===== config.mk =====
export PLATFORM = sky130hd
export DESIGN_NAME = effective_address_generator
export DESIGN_NICKNAME = d
export VERILOG_FILES = /design/src/rtl/core/eag_pkg.sv /design/src/rtl/core/eag_calc.sv /design/src/rtl/core/effective_address_generator.sv
export SDC_FILE = /design/constraint.sdc
export NUM_CORES = 1
export LEC_CHECK = 0
export BUFFER_PORTS_ARGS = -buffer_cell sky130_fd_sc_hd__buf_2
export CORE_UTILIZATION = 30
export CTS_CLUSTER_DIAMETER = 150
export DETAILED_ROUTE_END_ITERATION = 7
export PLACE_DENSITY = 0.46
export SYNTH_ARGS = -nofsm -noshare
export SYNTH_HDL_FRONTEND = slang
export SYNTH_SLANG_ARGS = --single-unit

===== constraint.sdc =====
create_clock -name i_clk -period 6.8 [get_ports i_clk]
set_clock_uncertainty 0.15 [all_clocks]
set_input_delay 0.68 -clock i_clk [delete_from_list [all_inputs] [get_ports i_clk]]
set_output_delay 0.68 -clock i_clk [all_outputs]
set_load 0.1 [all_outputs]

===== src/rtl/core/eag_pkg.sv =====
// Shared types and constants for the effective address generator.
// Depends on nothing; imported by eag_calc and effective_address_generator.
package eag_pkg;

    localparam int unsigned FIFO_DEPTH = 4;
    localparam int unsigned FIFO_AW    = $clog2(FIFO_DEPTH);

    localparam logic [1:0] READS_NONE = 2'd0;
    localparam logic [1:0] READS_ONE  = 2'd1;
    localparam logic [1:0] READS_TWO  = 2'd2;

    localparam logic ITEM_START = 1'b0;
    localparam logic ITEM_DATA  = 1'b1;

    localparam logic KIND_REQUEST = 1'b0;
    localparam logic KIND_FINAL   = 1'b1;

    typedef enum logic [4:0] {
        M_IMP   = 5'd0,  M_IMM   = 5'd1,  M_IMM8  = 5'd2,  M_IMM16 = 5'd3,
        M_IMMX  = 5'd4,  M_ACC   = 5'd5,  M_DP    = 5'd6,  M_DPI   = 5'd7,
        M_DPIL  = 5'd8,  M_DPX   = 5'd9,  M_DPY   = 5'd10, M_DPIX  = 5'd11,
        M_DPIY  = 5'd12, M_DPILY = 5'd13, M_REL   = 5'd14, M_RELL  = 5'd15,
        M_ABS   = 5'd16, M_ABSL  = 5'd17, M_ABSX  = 5'd18, M_ABSLX = 5'd19,
        M_ABSY  = 5'd20, M_ABSI  = 5'd21, M_ABSIL = 5'd22, M_ABSIX = 5'd23,
        M_SR    = 5'd24, M_SRY   = 5'd25, M_MOVE  = 5'd26
    } t_mode;

    typedef struct packed {
        logic        kind;
        logic [23:0] address;
        logic [1:0]  read_bytes;
        logic [15:0] immediate_value;
        logic [1:0]  pc_advance;
        logic        extra_cycle;
        logic        last;
    } t_result;

    typedef struct packed {
        logic [1:0]  reads_pending;
        logic [4:0]  held_mode;
        logic [15:0] held_pointer_word;
        logic [15:0] held_index;
        logic [7:0]  held_bank;
        logic [1:0]  held_pc_advance;
        logic        held_extra_cycle;
    } t_state;

    typedef struct packed {
        logic        kind;
        logic [4:0]  mode;
        logic [23:0] operand_bytes;
        logic [15:0] direct_page;
        logic [15:0] index_x;
        logic [15:0] index_y;
        logic [15:0] stack_pointer;
        logic [7:0]  data_bank;
        logic [7:0]  program_bank;
        logic        index_narrow;
        logic        accum_narrow;
        logic [15:0] read_data;
    } t_item;

endpackage


===== src/rtl/core/eag_calc.sv =====
// Address and operand calculation for one input beat: results and next state.
// Depends on eag_pkg.
module eag_calc (
    input  eag_pkg::t_item   i_item,
    input  eag_pkg::t_state  i_state,
    output eag_pkg::t_state  o_state,
    output eag_pkg::t_result o_res0,
    output eag_pkg::t_result o_res1,
    output logic [1:0]       o_count
);
    import eag_pkg::*;

    logic [7:0]  op8;
    logic [15:0] op16;
    logic [15:0] mx;
    logic [15:0] my;
    logic        dpx;
    logic [15:0] dptr;
    logic [23:0] fbase;
    logic [23:0] fsum;
    logic [23:0] rbase;
    logic        held_long;
    t_mode       mode;

    assign mode  = t_mode'(i_item.mode);
    assign op8   = i_item.operand_bytes[7:0];
    assign op16  = i_item.operand_bytes[15:0];
    assign mx    = i_item.index_narrow ? {8'd0, i_item.index_x[7:0]} : i_item.index_x;
    assign my    = i_item.index_narrow ? {8'd0, i_item.index_y[7:0]} : i_item.index_y;
    assign dpx   = (i_item.direct_page[7:0] != 8'd0);
    assign dptr  = {8'd0, op8} + i_item.direct_page;
    assign fbase = {i_item.data_bank, op16};
    assign fsum  = fbase + {8'd0, (mode == M_ABSX) ? mx : my};

    assign held_long = (i_state.held_mode == 5'(M_DPIL)) ||
                       (i_state.held_mode == 5'(M_DPILY)) ||
                       (i_state.held_mode == 5'(M_ABSIL));
    assign rbase = held_long ? {i_item.read_data[7:0], i_state.held_pointer_word}
                             : {i_state.held_bank, i_item.read_data};

    always_comb begin
        o_state = i_state;
        o_res0  = '0;
        o_res1  = '0;
        o_count = 2'd0;
        if (i_item.kind == ITEM_DATA) begin
            if (i_state.reads_pending == READS_TWO) begin
                o_state.held_pointer_word = i_item.read_data;
                o_state.reads_pending     = READS_ONE;
            end else if (i_state.reads_pending != READS_NONE) begin
                o_state.reads_pending = READS_NONE;
                o_res0.kind        = KIND_FINAL;
                o_res0.address     = rbase + {8'd0, i_state.held_index};
                o_res0.pc_advance  = i_state.held_pc_advance;
                o_res0.extra_cycle = i_state.held_extra_cycle;
                o_res0.last        = 1'b1;
                o_count            = 2'd1;
            end
        end else begin
            o_state.reads_pending = READS_NONE;
            o_count     = 2'd1;
            o_res0.last = 1'b1;
            o_res0.kind = KIND_FINAL;
            case (mode)
                M_IMP: begin
                    o_res0.extra_cycle = 1'b1;
                end
                M_IMM: begin
                    o_res0.immediate_value = i_item.accum_narrow ? {8'd0, op8} : op16;
                    o_res0.pc_advance      = i_item.accum_narrow ? 2'd1 : 2'd2;
                end
                M_IMM8, M_REL: begin
                    o_res0.immediate_value = {8'd0, op8};
                    o_res0.pc_advance      = 2'd1;
                end
                M_IMM16, M_RELL: begin
                    o_res0.immediate_value = op16;
                    o_res0.pc_advance      = 2'd2;
                end
                M_IMMX: begin
                    o_res0.immediate_value = i_item.index_narrow ? {8'd0, op8} : op16;
                    o_res0.pc_advance      = i_item.index_narrow ? 2'd1 : 2'd2;
                end
                M_DP: begin
                    o_res0.address     = {8'd0, dptr};
                    o_res0.pc_advance  = 2'd1;
                    o_res0.extra_cycle = dpx;
                end
                M_DPX, M_DPY: begin
                    o_res0.address     = {8'd0, dptr + ((mode == M_DPX) ? mx : my)};
                    o_res0.pc_advance  = 2'd1;
                    o_res0.extra_cycle = dpx;
                end
                M_ABS: begin
                    o_res0.address    = fbase;
                    o_res0.pc_advance = 2'd2;
                end
                M_ABSL: begin
                    o_res0.address    = i_item.operand_bytes;
                    o_res0.pc_advance = 2'd3;
                end
                M_ABSX, M_ABSY: begin
                    o_res0.address     = fsum;
                    o_res0.pc_advance  = 2'd2;
                    o_res0.extra_cycle = (fsum[15:8] != fbase[15:8]);
                end
                M_ABSLX: begin
                    o_res0.address    = i_item.operand_bytes + {8'd0, mx};
                    o_res0.pc_advance = 2'd3;
                end
                M_SR: begin
                    o_res0.address     = {8'd0, {8'd0, op8} + i_item.stack_pointer};
                    o_res0.pc_advance  = 2'd1;
                    o_res0.extra_cycle = 1'b1;
                end
                M_DPI, M_DPIX, M_DPIY: begin
                    o_state = '{reads_pending: READS_ONE, held_mode: i_item.mode,
                                held_pointer_word: 16'd0,
                                held_index: (mode == M_DPIY) ? my : 16'd0,
                                held_bank: i_item.data_bank, held_pc_advance: 2'd1,
                                held_extra_cycle: dpx};
                    o_res0.kind       = KIND_REQUEST;
                    o_res0.address    = {8'd0, dptr + ((mode == M_DPIX) ? mx : 16'd0)};
                    o_res0.read_bytes = 2'd2;
                end
                M_DPIL, M_DPILY: begin
                    o_state = '{reads_pending: READS_TWO, held_mode: i_item.mode,
                                held_pointer_word: 16'd0,
                                held_index: (mode == M_DPILY) ? my : 16'd0,
                                held_bank: 8'd0, held_pc_advance: 2'd1,
                                held_extra_cycle: dpx};
                    o_count           = 2'd2;
                    o_res0.kind       = KIND_REQUEST;
                    o_res0.address    = {8'd0, dptr};
                    o_res0.read_bytes = 2'd2;
                    o_res0.last       = 1'b0;
                    o_res1.kind       = KIND_REQUEST;
                    o_res1.address    = {8'd0, dptr + 16'd2};
                    o_res1.read_bytes = 2'd1;
                    o_res1.last       = 1'b1;
                end
                M_ABSI: begin
                    o_state = '{reads_pending: READS_ONE, held_mode: i_item.mode,
                                held_pointer_word: 16'd0, held_index: 16'd0,
                                held_bank: 8'd0, held_pc_advance: 2'd2,
                                held_extra_cycle: 1'b0};
                    o_res0.kind       = KIND_REQUEST;
                    o_res0.address    = {8'd0, op16};
                    o_res0.read_bytes = 2'd2;
                end
                M_ABSIL: begin
                    o_state = '{reads_pending: READS_TWO, held_mode: i_item.mode,
                                held_pointer_word: 16'd0, held_index: 16'd0,
                                held_bank: 8'd0, held_pc_advance: 2'd2,
                                held_extra_cycle: 1'b0};
                    o_count           = 2'd2;
                    o_res0.kind       = KIND_REQUEST;
                    o_res0.address    = {8'd0, op16};
                    o_res0.read_bytes = 2'd2;
                    o_res0.last       = 1'b0;
                    o_res1.kind       = KIND_REQUEST;
                    o_res1.address    = {8'd0, op16 + 16'd2};
                    o_res1.read_bytes = 2'd1;
                    o_res1.last       = 1'b1;
                end
                M_ABSIX: begin
                    o_state = '{reads_pending: READS_ONE, held_mode: i_item.mode,
                                held_pointer_word: 16'd0, held_index: 16'd0,
                                held_bank: i_item.program_bank, held_pc_advance: 2'd2,
                                held_extra_cycle: 1'b0};
                    o_res0.kind       = KIND_REQUEST;
                    o_res0.address    = {i_item.program_bank, op16} + {8'd0, mx};
                    o_res0.read_bytes = 2'd2;
                end
                M_SRY: begin
                    o_state = '{reads_pending: READS_ONE, held_mode: i_item.mode,
                                held_pointer_word: 16'd0, held_index: my,
                                held_bank: i_item.data_bank, held_pc_advance: 2'd1,
                                held_extra_cycle: 1'b1};
                    o_res0.kind       = KIND_REQUEST;
                    o_res0.address    = {8'd0, {8'd0, op8} + i_item.stack_pointer};
                    o_res0.read_bytes = 2'd2;
                end
                default: begin
                end
            endcase
        end
    end

endmodule


===== src/rtl/core/effective_address_generator.sv =====
// Effective address generator: operand decode, pointer read requests, final address.
// Result beats are registered: each is written into the output queue as its input beat is accepted.
// Throughput: one input beat per cycle while o_in_stall is low; two-read modes queue two result beats.
// Results wait in a four-entry output queue; input stalls while it holds three or more.
// Reset (synchronous, active low) clears the held operation state and empties the queue.
// Depends on eag_pkg and eag_calc.
module effective_address_generator (
    input  logic        i_clk,
    input  logic        i_rst_n,
    input  logic        i_in_valid,
    output logic        o_in_stall,
    input  logic        i_item_kind,
    input  logic [4:0]  i_mode,
    input  logic [23:0] i_operand_bytes,
    input  logic [15:0] i_direct_page,
    input  logic [15:0] i_index_x,
    input  logic [15:0] i_index_y,
    input  logic [15:0] i_stack_pointer,
    input  logic [7:0]  i_data_bank,
    input  logic [7:0]  i_program_bank,
    input  logic        i_index_narrow,
    input  logic        i_accum_narrow,
    input  logic [15:0] i_read_data,
    output logic        o_out_valid,
    input  logic        i_out_stall,
    output logic        o_result_kind,
    output logic [23:0] o_address,
    output logic [1:0]  o_read_bytes,
    output logic [15:0] o_immediate_value,
    output logic [1:0]  o_pc_advance,
    output logic        o_extra_cycle,
    output logic        o_last
);
    import eag_pkg::*;

    t_item                  item;
    t_state                 r_state;
    t_state                 n_state;
    t_result                res0;
    t_result                res1;
    logic [1:0]             res_count;
    t_result                r_mem [FIFO_DEPTH];
    logic [FIFO_AW-1:0]     r_wr_ptr;
    logic [FIFO_AW-1:0]     r_rd_ptr;
    logic [FIFO_AW:0]       r_count;
    logic                   in_fire;
    logic                   out_fire;
    logic [1:0]             push;
    t_result                head;

    assign item = '{kind: i_item_kind, mode: i_mode, operand_bytes: i_operand_bytes,
                    direct_page: i_direct_page, index_x: i_index_x, index_y: i_index_y,
                    stack_pointer: i_stack_pointer, data_bank: i_data_bank,
                    program_bank: i_program_bank, index_narrow: i_index_narrow,
                    accum_narrow: i_accum_narrow, read_data: i_read_data};

    eag_calc u_calc (
        .i_item  (item),
        .i_state (r_state),
        .o_state (n_state),
        .o_res0  (res0),
        .o_res1  (res1),
        .o_count (res_count)
    );

    assign o_in_stall = (r_count > (FIFO_AW+1)'(FIFO_DEPTH - 2));
    assign in_fire    = i_in_valid && !o_in_stall;
    assign o_out_valid = (r_count != '0);
    assign out_fire   = o_out_valid && !i_out_stall;
    assign push       = in_fire ? res_count : 2'd0;

    always_ff @(posedge i_clk) begin
        if (!i_rst_n) begin
            r_state  <= '0;
            r_wr_ptr <= '0;
            r_rd_ptr <= '0;
            r_count  <= '0;
        end else begin
            if (in_fire) begin
                r_state <= n_state;
            end
            r_wr_ptr <= r_wr_ptr + FIFO_AW'(push);
            if (out_fire) begin
                r_rd_ptr <= r_rd_ptr + FIFO_AW'(1);
            end
            r_count <= r_count + (FIFO_AW+1)'(push) - (FIFO_AW+1)'(out_fire);
        end
    end

    always_ff @(posedge i_clk) begin
        if (push != 2'd0) begin
            r_mem[r_wr_ptr] <= res0;
        end
        if (push == 2'd2) begin
            r_mem[r_wr_ptr + FIFO_AW'(1)] <= res1;
        end
    end

    assign head              = r_mem[r_rd_ptr];
    assign o_result_kind     = head.kind;
    assign o_address         = head.address;
    assign o_read_bytes      = head.read_bytes;
    assign o_immediate_value = head.immediate_value;
    assign o_pc_advance      = head.pc_advance;
    assign o_extra_cycle     = head.extra_cycle;
    assign o_last            = head.last;

`ifndef SYNTHESIS
    a_count_bound: assert property (@(posedge i_clk) disable iff (!i_rst_n)
        r_count <= (FIFO_AW+1)'(FIFO_DEPTH))
        else $error("output queue overflow");

    a_ptr_gap: assert property (@(posedge i_clk) disable iff (!i_rst_n)
        FIFO_AW'(r_wr_ptr - r_rd_ptr) == r_count[FIFO_AW-1:0])
        else $error("queue pointers disagree with count");

    a_pending_code: assert property (@(posedge i_clk) disable iff (!i_rst_n)
        r_state.reads_pending != 2'd3)
        else $error("illegal pending read count");

    a_two_beats: assert property (@(posedge i_clk) disable iff (!i_rst_n)
        (in_fire && res_count == 2'd2) |-> !res0.last && res1.last)
        else $error("two-beat run marks last wrongly");
`endif

endmodule

Word-level counts from Yosys, hierarchy flattened --
Memories as Yosys holds them, arrays and structs flattened. A register that Yosys moved wholly into a read port is not among the register bits. Index checks and enable logic that the tools add are counted.
Storage, ports and cells: register bits 57, bits in writable memories 188, bits of input ports 132, output and inout bits 49, memories kept 1
Memories:
- r_mem | depth 4, width 47, rd ports 1, clocked after Yosys merged registers in 1, wr ports 2, RTL line effective_address_generator.sv:42 | t_result r_mem [FIFO_DEPTH];
Cells by class: add/sub/neg operators 15, $lt $le $gt $ge 1, equality and inequality tests 32, multiplexer cells 47, bitwise logic cells 1, reductions and logical operators 32
Operators by type and width (count):
- 50-bit case mux with 6 select lines | 1
- 24-bit case mux with 10 select lines | 1
- 16-bit two-way mux | 11
- 24-bit by 16-bit adder with 24-bit output | 4
- 25-bit two-way mux | 3
- 16-bit case mux with 4 select lines | 1
- 5-bit equality test, second input constant | 11
- 5-bit by 4-bit equality test with 1-bit output, second input constant | 10
- 18-bit case mux with 2 select lines | 1
- 16-bit adder | 2
- 16-bit by 2-bit adder with 16-bit output, second input constant | 2
- 8-bit by 16-bit adder with 16-bit output | 2
- 27-bit two-way mux | 1
- 2-bit two-way mux | 12
- 24-bit two-way mux | 1
- 18-bit two-way mux | 1
- 2-bit OR reduction | 9
- 5-bit by 3-bit equality test with 1-bit output, second input constant | 3
- 4-bit two-way mux | 3
- 3-bit OR reduction | 4
- 5-bit by 2-bit equality test with 1-bit output, second input constant | 2
- 2-bit case mux with 5 select lines | 1
- 1-bit two-way mux | 9
- 9-bit OR reduction | 1
- other kinds (25) | 32

Logic depth before layout (Yosys ltp) --
depth after elaboration 8, depth in mapped cells 19, gate-level depth less buffers 17

Cells and area by module --
From an unflattened synthesis, not the netlist that was laid out.
Second synthesis, totals: cells, all modules 2035, area total of the unflattened synthesis 20271.9 um2
By module, submodules not included:
- effective_address_generator | instances 1, cells each 749, area an instance 11656.2 um2, seq. area each 6826.5 um2
- eag_calc | instances 1, cells each 1286, area an instance 8615.8 um2, seq. area each 0.0 um2

Worst setup path before layout --
Ideal clock, no wire load.
path kind register to register, start register r_state[45] (netlist bit), end memory r_mem[0][45] (netlist bit), setup time 0.135 ns, data arrival time 4.641 ns, setup slack 1.874 ns, stages on the path, launching flop included 17, clock period less this slack 4.926 ns, cell sequence dfxtp_1 -> xor2_1 -> nor4b_1 -> nor2_1 -> clkbuf_1 -> buf_1 -> clkbuf_1 -> mux2_2 -> ha_1 -> and3_1 -> o2111ai_1 -> and2_1 -> a221oi_1 -> nand4_1 -> xor2_1 -> a222oi_1 -> o2bb2ai_1
RTL lines:
- start: declaration | RTL line effective_address_generator.sv:37 | t_state r_state;
- start signal: assignment | RTL line effective_address_generator.sv:80 | r_state <= n_state;
- end: declaration | RTL line effective_address_generator.sv:42

==> impl_results.md <==
* Status: finished clean
* CP Class: flop to flop
* Seq/Total Area, Yosys at 31.89%
* WL/cell at 24.62 um
* Worst slew margin at 20.73%
* Logic pwr share at 37.8%
* Pleak at 7.684 nW
* Crit start category: flop
* Fin util at 35.24%
* Final Hold Fails at 0
* Fillers at 6135
* Max FO, Critical Path at 21
* Num CTS Buffers at 29
* Crit path launch: r_state[45]
* Crit-path cells: xor2_1, nor4b_1, nor2_2, buf_4, buf_4, mux2_2, ha_1, nor2b_1, o31ai_1, a21oi_1, a31oi_1, xnor2_1, a22o_1, a2111oi_0, or2_2, o22ai_1
* Most frequent cells after synthesis: nand2_1 (224), o21ai_0 (190), dfxtp_1 (175), nand3_1 (175), a21oi_1 (116)
* Hold Buf Count CTS at 0
* Slew Limit Fails at 0
* First-pass GRT wire length at 108800 um
* Yosys cell types at 82
* Cell internal pwr at 3.176 mW
* Clk network pwr share at 30.3%
* Min Clock Period, post-route at 5.629 ns
* DIE AREA at 60200 um^2
* Crit end category: flop
* Num rows at 88
* Area share of the largest cell type after synthesis at 19.72%
* GRT overflow at 0
* P per Cell Area at 261.7 nW/um^2
* Layout Nets at 2424
* CP arrival at 5.77 ns
* Count of yosys warnings during synthesis at 0
* Setup violations, final at 0
* Htree depth at 1
* RSZ-0062 raised after global routing: no
* Vias at 17280
* Max-cap violations at 0
* CP max stage cell: nor4b_1
* I/O pins at 181
* Family with the most delay on the worst path: compound AO/OA/AOI/OAI gates
* Switching portion of total power at 40.77%
* Vias in the first global route at 16570
* Clk_lat worst skew at 0.58 ns
* WL final at 73580 um
* Share of synthesized registers carrying an async set or reset at 0%
* Setup TNS at 0 ns
* Drt first-iter violations at 1788
* Worst hold-check path type: input port to flop
* Initial Utilization at 30.56%
* Initial DRT Pass Iterations at 6
* FMAX at 0.1776 GHz
* Mean post-synth cell area at 8.542 um^2
* Synth Cell Area at 17770 um^2
* Cells after synthesis at 2080
* Multi-input gate area at 11480 um^2
* Post-CTS sizing at 0
* R2r setup slk at 1.17 ns
* Post-CTS setup buffer count at 0
* Post-Place Cells at 2934
* CP Buf/Inv Count at 2
* Clock transition at path regs at 0.06 ns
* Port Buffers at 180
* Total GRT Usage at 23.92%
* Largest net degree at the start of global routing at 68
* Number of enable flip-flop cells after synthesis at 72
* RR Startpoint: r_state[45]
* Diode count at 0
* CP max stage delay at 0.61 ns
* Main flop type after synthesis: dfxtp_1
* HP Start: i_read_data[12]
* DRT antenna net count at 0
* Total clock sinks at 247
* Largest cells by area after synthesis: dfxtp_1 (20%), edfxtp_1 (12%), mux4_2 (6.0%), ha_1 (5.9%), o21ai_0 (5.4%)
* Sequential share of power at 31.9%
* Net Sw Power at 2.187 mW
* DRC at 0
* Layout area overhead at 15.32%
* TritonCTS clock tree: done
* Storage cell area at 5668 um^2
* Yosys top cell by area: dfxtp_1
* Tot Pwr at 5.363 mW
* Initial antenna violation count at 2
* DP HPWL at 55110 um
* Vias per cell at 5.781
* Fraction of layout cells with a size suffix above 1 at 16.59%
* Core ar. at 58140 um^2
* WP data required at 6.94 ns
* Worst-Margin Slew at 1.177 ns
* Final period utilization at 82.79%
* Most frequent cell after synthesis: nand2_1
* Final std cells w/o fill at 2989
* Crit-path most repeated cell: buf_4
* Seq cells post-synth at 247
* Synth Net Count at 2303
* Die height at 245.4 um
* Peak VDD IR at 0.0001894 V
* Die Span X at 245.4 um
* Root Buffer: clkbuf_16
* Clock buffer depth at 3
* GPL Wtd Cong at 0.9657
final cells by class:
| cell class | instances | share of cell area (%) |
|---|---|---|
| multi-input cells | 1659 | 56.05 |
| flip-flops and latches | 247 | 27.66 |
| repair buffers | 221 | 5.899 |
| well taps | 765 | 4.671 |
| clock buffers | 44 | 4.427 |
| inverters | 43 | 0.7877 |
| clock inverters | 10 | 0.5068 |
worst reg2reg max path, cell delays in order, from the launching register on:
cell	delay (ns)
dfxtp_1	0.33
xor2_1	0.14
nor4b_1	0.61
nor2_2	0.19
buf_4	0.24
buf_4	0.23
mux2_2	0.35
ha_1	0.35
nor2b_1	0.17
o31ai_1	0.55
a21oi_1	0.38
a31oi_1	0.43
xnor2_1	0.26
a22o_1	0.29
a2111oi_0	0.37
or2_2	0.23
o22ai_1	0.09
kinds of logic (layout without fill, tap and decap cells):
family                     Yosys count  in the layout  synth area share (%)
buffers and inverters              174            318                 3.732
muxes                               92             92                 8.620
adders and majority gates           91             91                 6.704
AOI/OAI and AO/OA                  665            665                 24.41
and+or+nand+nor                    698            698                 18.99
xor gates and xnor gates           113            113                 5.655
DFF                                247            247                 31.89
power by group through the flow:
stage / combinational, mW / sequential, mW / clock, mW
after floorplan: 1.54 / 1.70 / 0
after global placement: 2.02 / 1.74 / 0
after global routing: 2.15 / 1.72 / 1.72
final: 2.03 / 1.71 / 1.63
after CTS: 2.02 / 1.71 / 1.67
after detailed placement: 2.02 / 1.74 / 0
through the flow:
step	hold WS (ns)	setup WS, ns	cell area, um^2
floorplan	0.2708	1.874	17770
global placement	0.2898	1.296	19470
detailed placement	0.2990	1.223	19470
CTS	0.2156	1.266	20480
global route	0.2589	0.7343	20490
finish	0.2441	1.171	20490
worst paths after layout:
check | endpoint | cells past startpoint
max | r_mem[3][36] | 16
min | r_state[39] | 3
max reg2reg | r_mem[3][36] | 16
min reg2reg | r_state[37] | 2
registers in the layout, summed over array words and instances, names as in the netlist, named ones only:
name	flops
r_mem	188
r_state	50
r_count	3
r_rd_ptr	2
r_wr_ptr	2
metal layers:
metal | vias up | GRT usage [%] | share of wire, %
li1 | 8073 | - | -
met1 | 8432 | 33.01 | 45
met2 | 666 | 38.79 | 46
met3 | 107 | 3.318 | 6.6
met4 | 2 | 6.686 | 3.0
met5 | - | 0 | 0.018
cells in the final DEF (no fill, tap or decap), types with 11 or more instances in the layout:
| cell | synthesis | routed |
|---|---|---|
| nor3_1 | 33 | 29 |
| buf_4 | 1 | 40 |
| nand3_1 | 175 | 174 |
| clkbuf_16 | 0 | 32 |
| a21boi_0 | 39 | 39 |
| a21oi_1 | 116 | 116 |
| nor3b_1 | 11 | 11 |
| o211ai_1 | 21 | 21 |
| o21bai_1 | 12 | 12 |
| nand2b_1 | 22 | 22 |
| edfxtp_1 | 72 | 72 |
| or2_2 | 11 | 11 |
| a221oi_1 | 17 | 17 |
| o22ai_1 | 54 | 54 |
| nand2_1 | 224 | 221 |
| o21ai_0 | 190 | 190 |
| mux4_2 | 47 | 47 |
| nor2_1 | 105 | 103 |
| buf_2 | 3 | 180 |
| xor2_1 | 47 | 47 |
| a211oi_1 | 13 | 13 |
| nor2b_1 | 26 | 26 |
| and2_1 | 18 | 18 |
| o31ai_1 | 11 | 11 |
| ha_1 | 84 | 84 |
| mux2_2 | 18 | 18 |
| a21o_1 | 19 | 19 |
| a31oi_1 | 23 | 23 |
| and3_1 | 13 | 13 |
| dfxtp_1 | 175 | 173 |
| a22o_1 | 23 | 23 |
| xnor2_1 | 65 | 65 |
| a22oi_1 | 28 | 28 |
| nand4_1 | 16 | 16 |
| mux2i_1 | 27 | 27 |
| o21a_1 | 17 | 17 |
| inv_1 | 43 | 43 |
(Power assumes the default switching activity.)
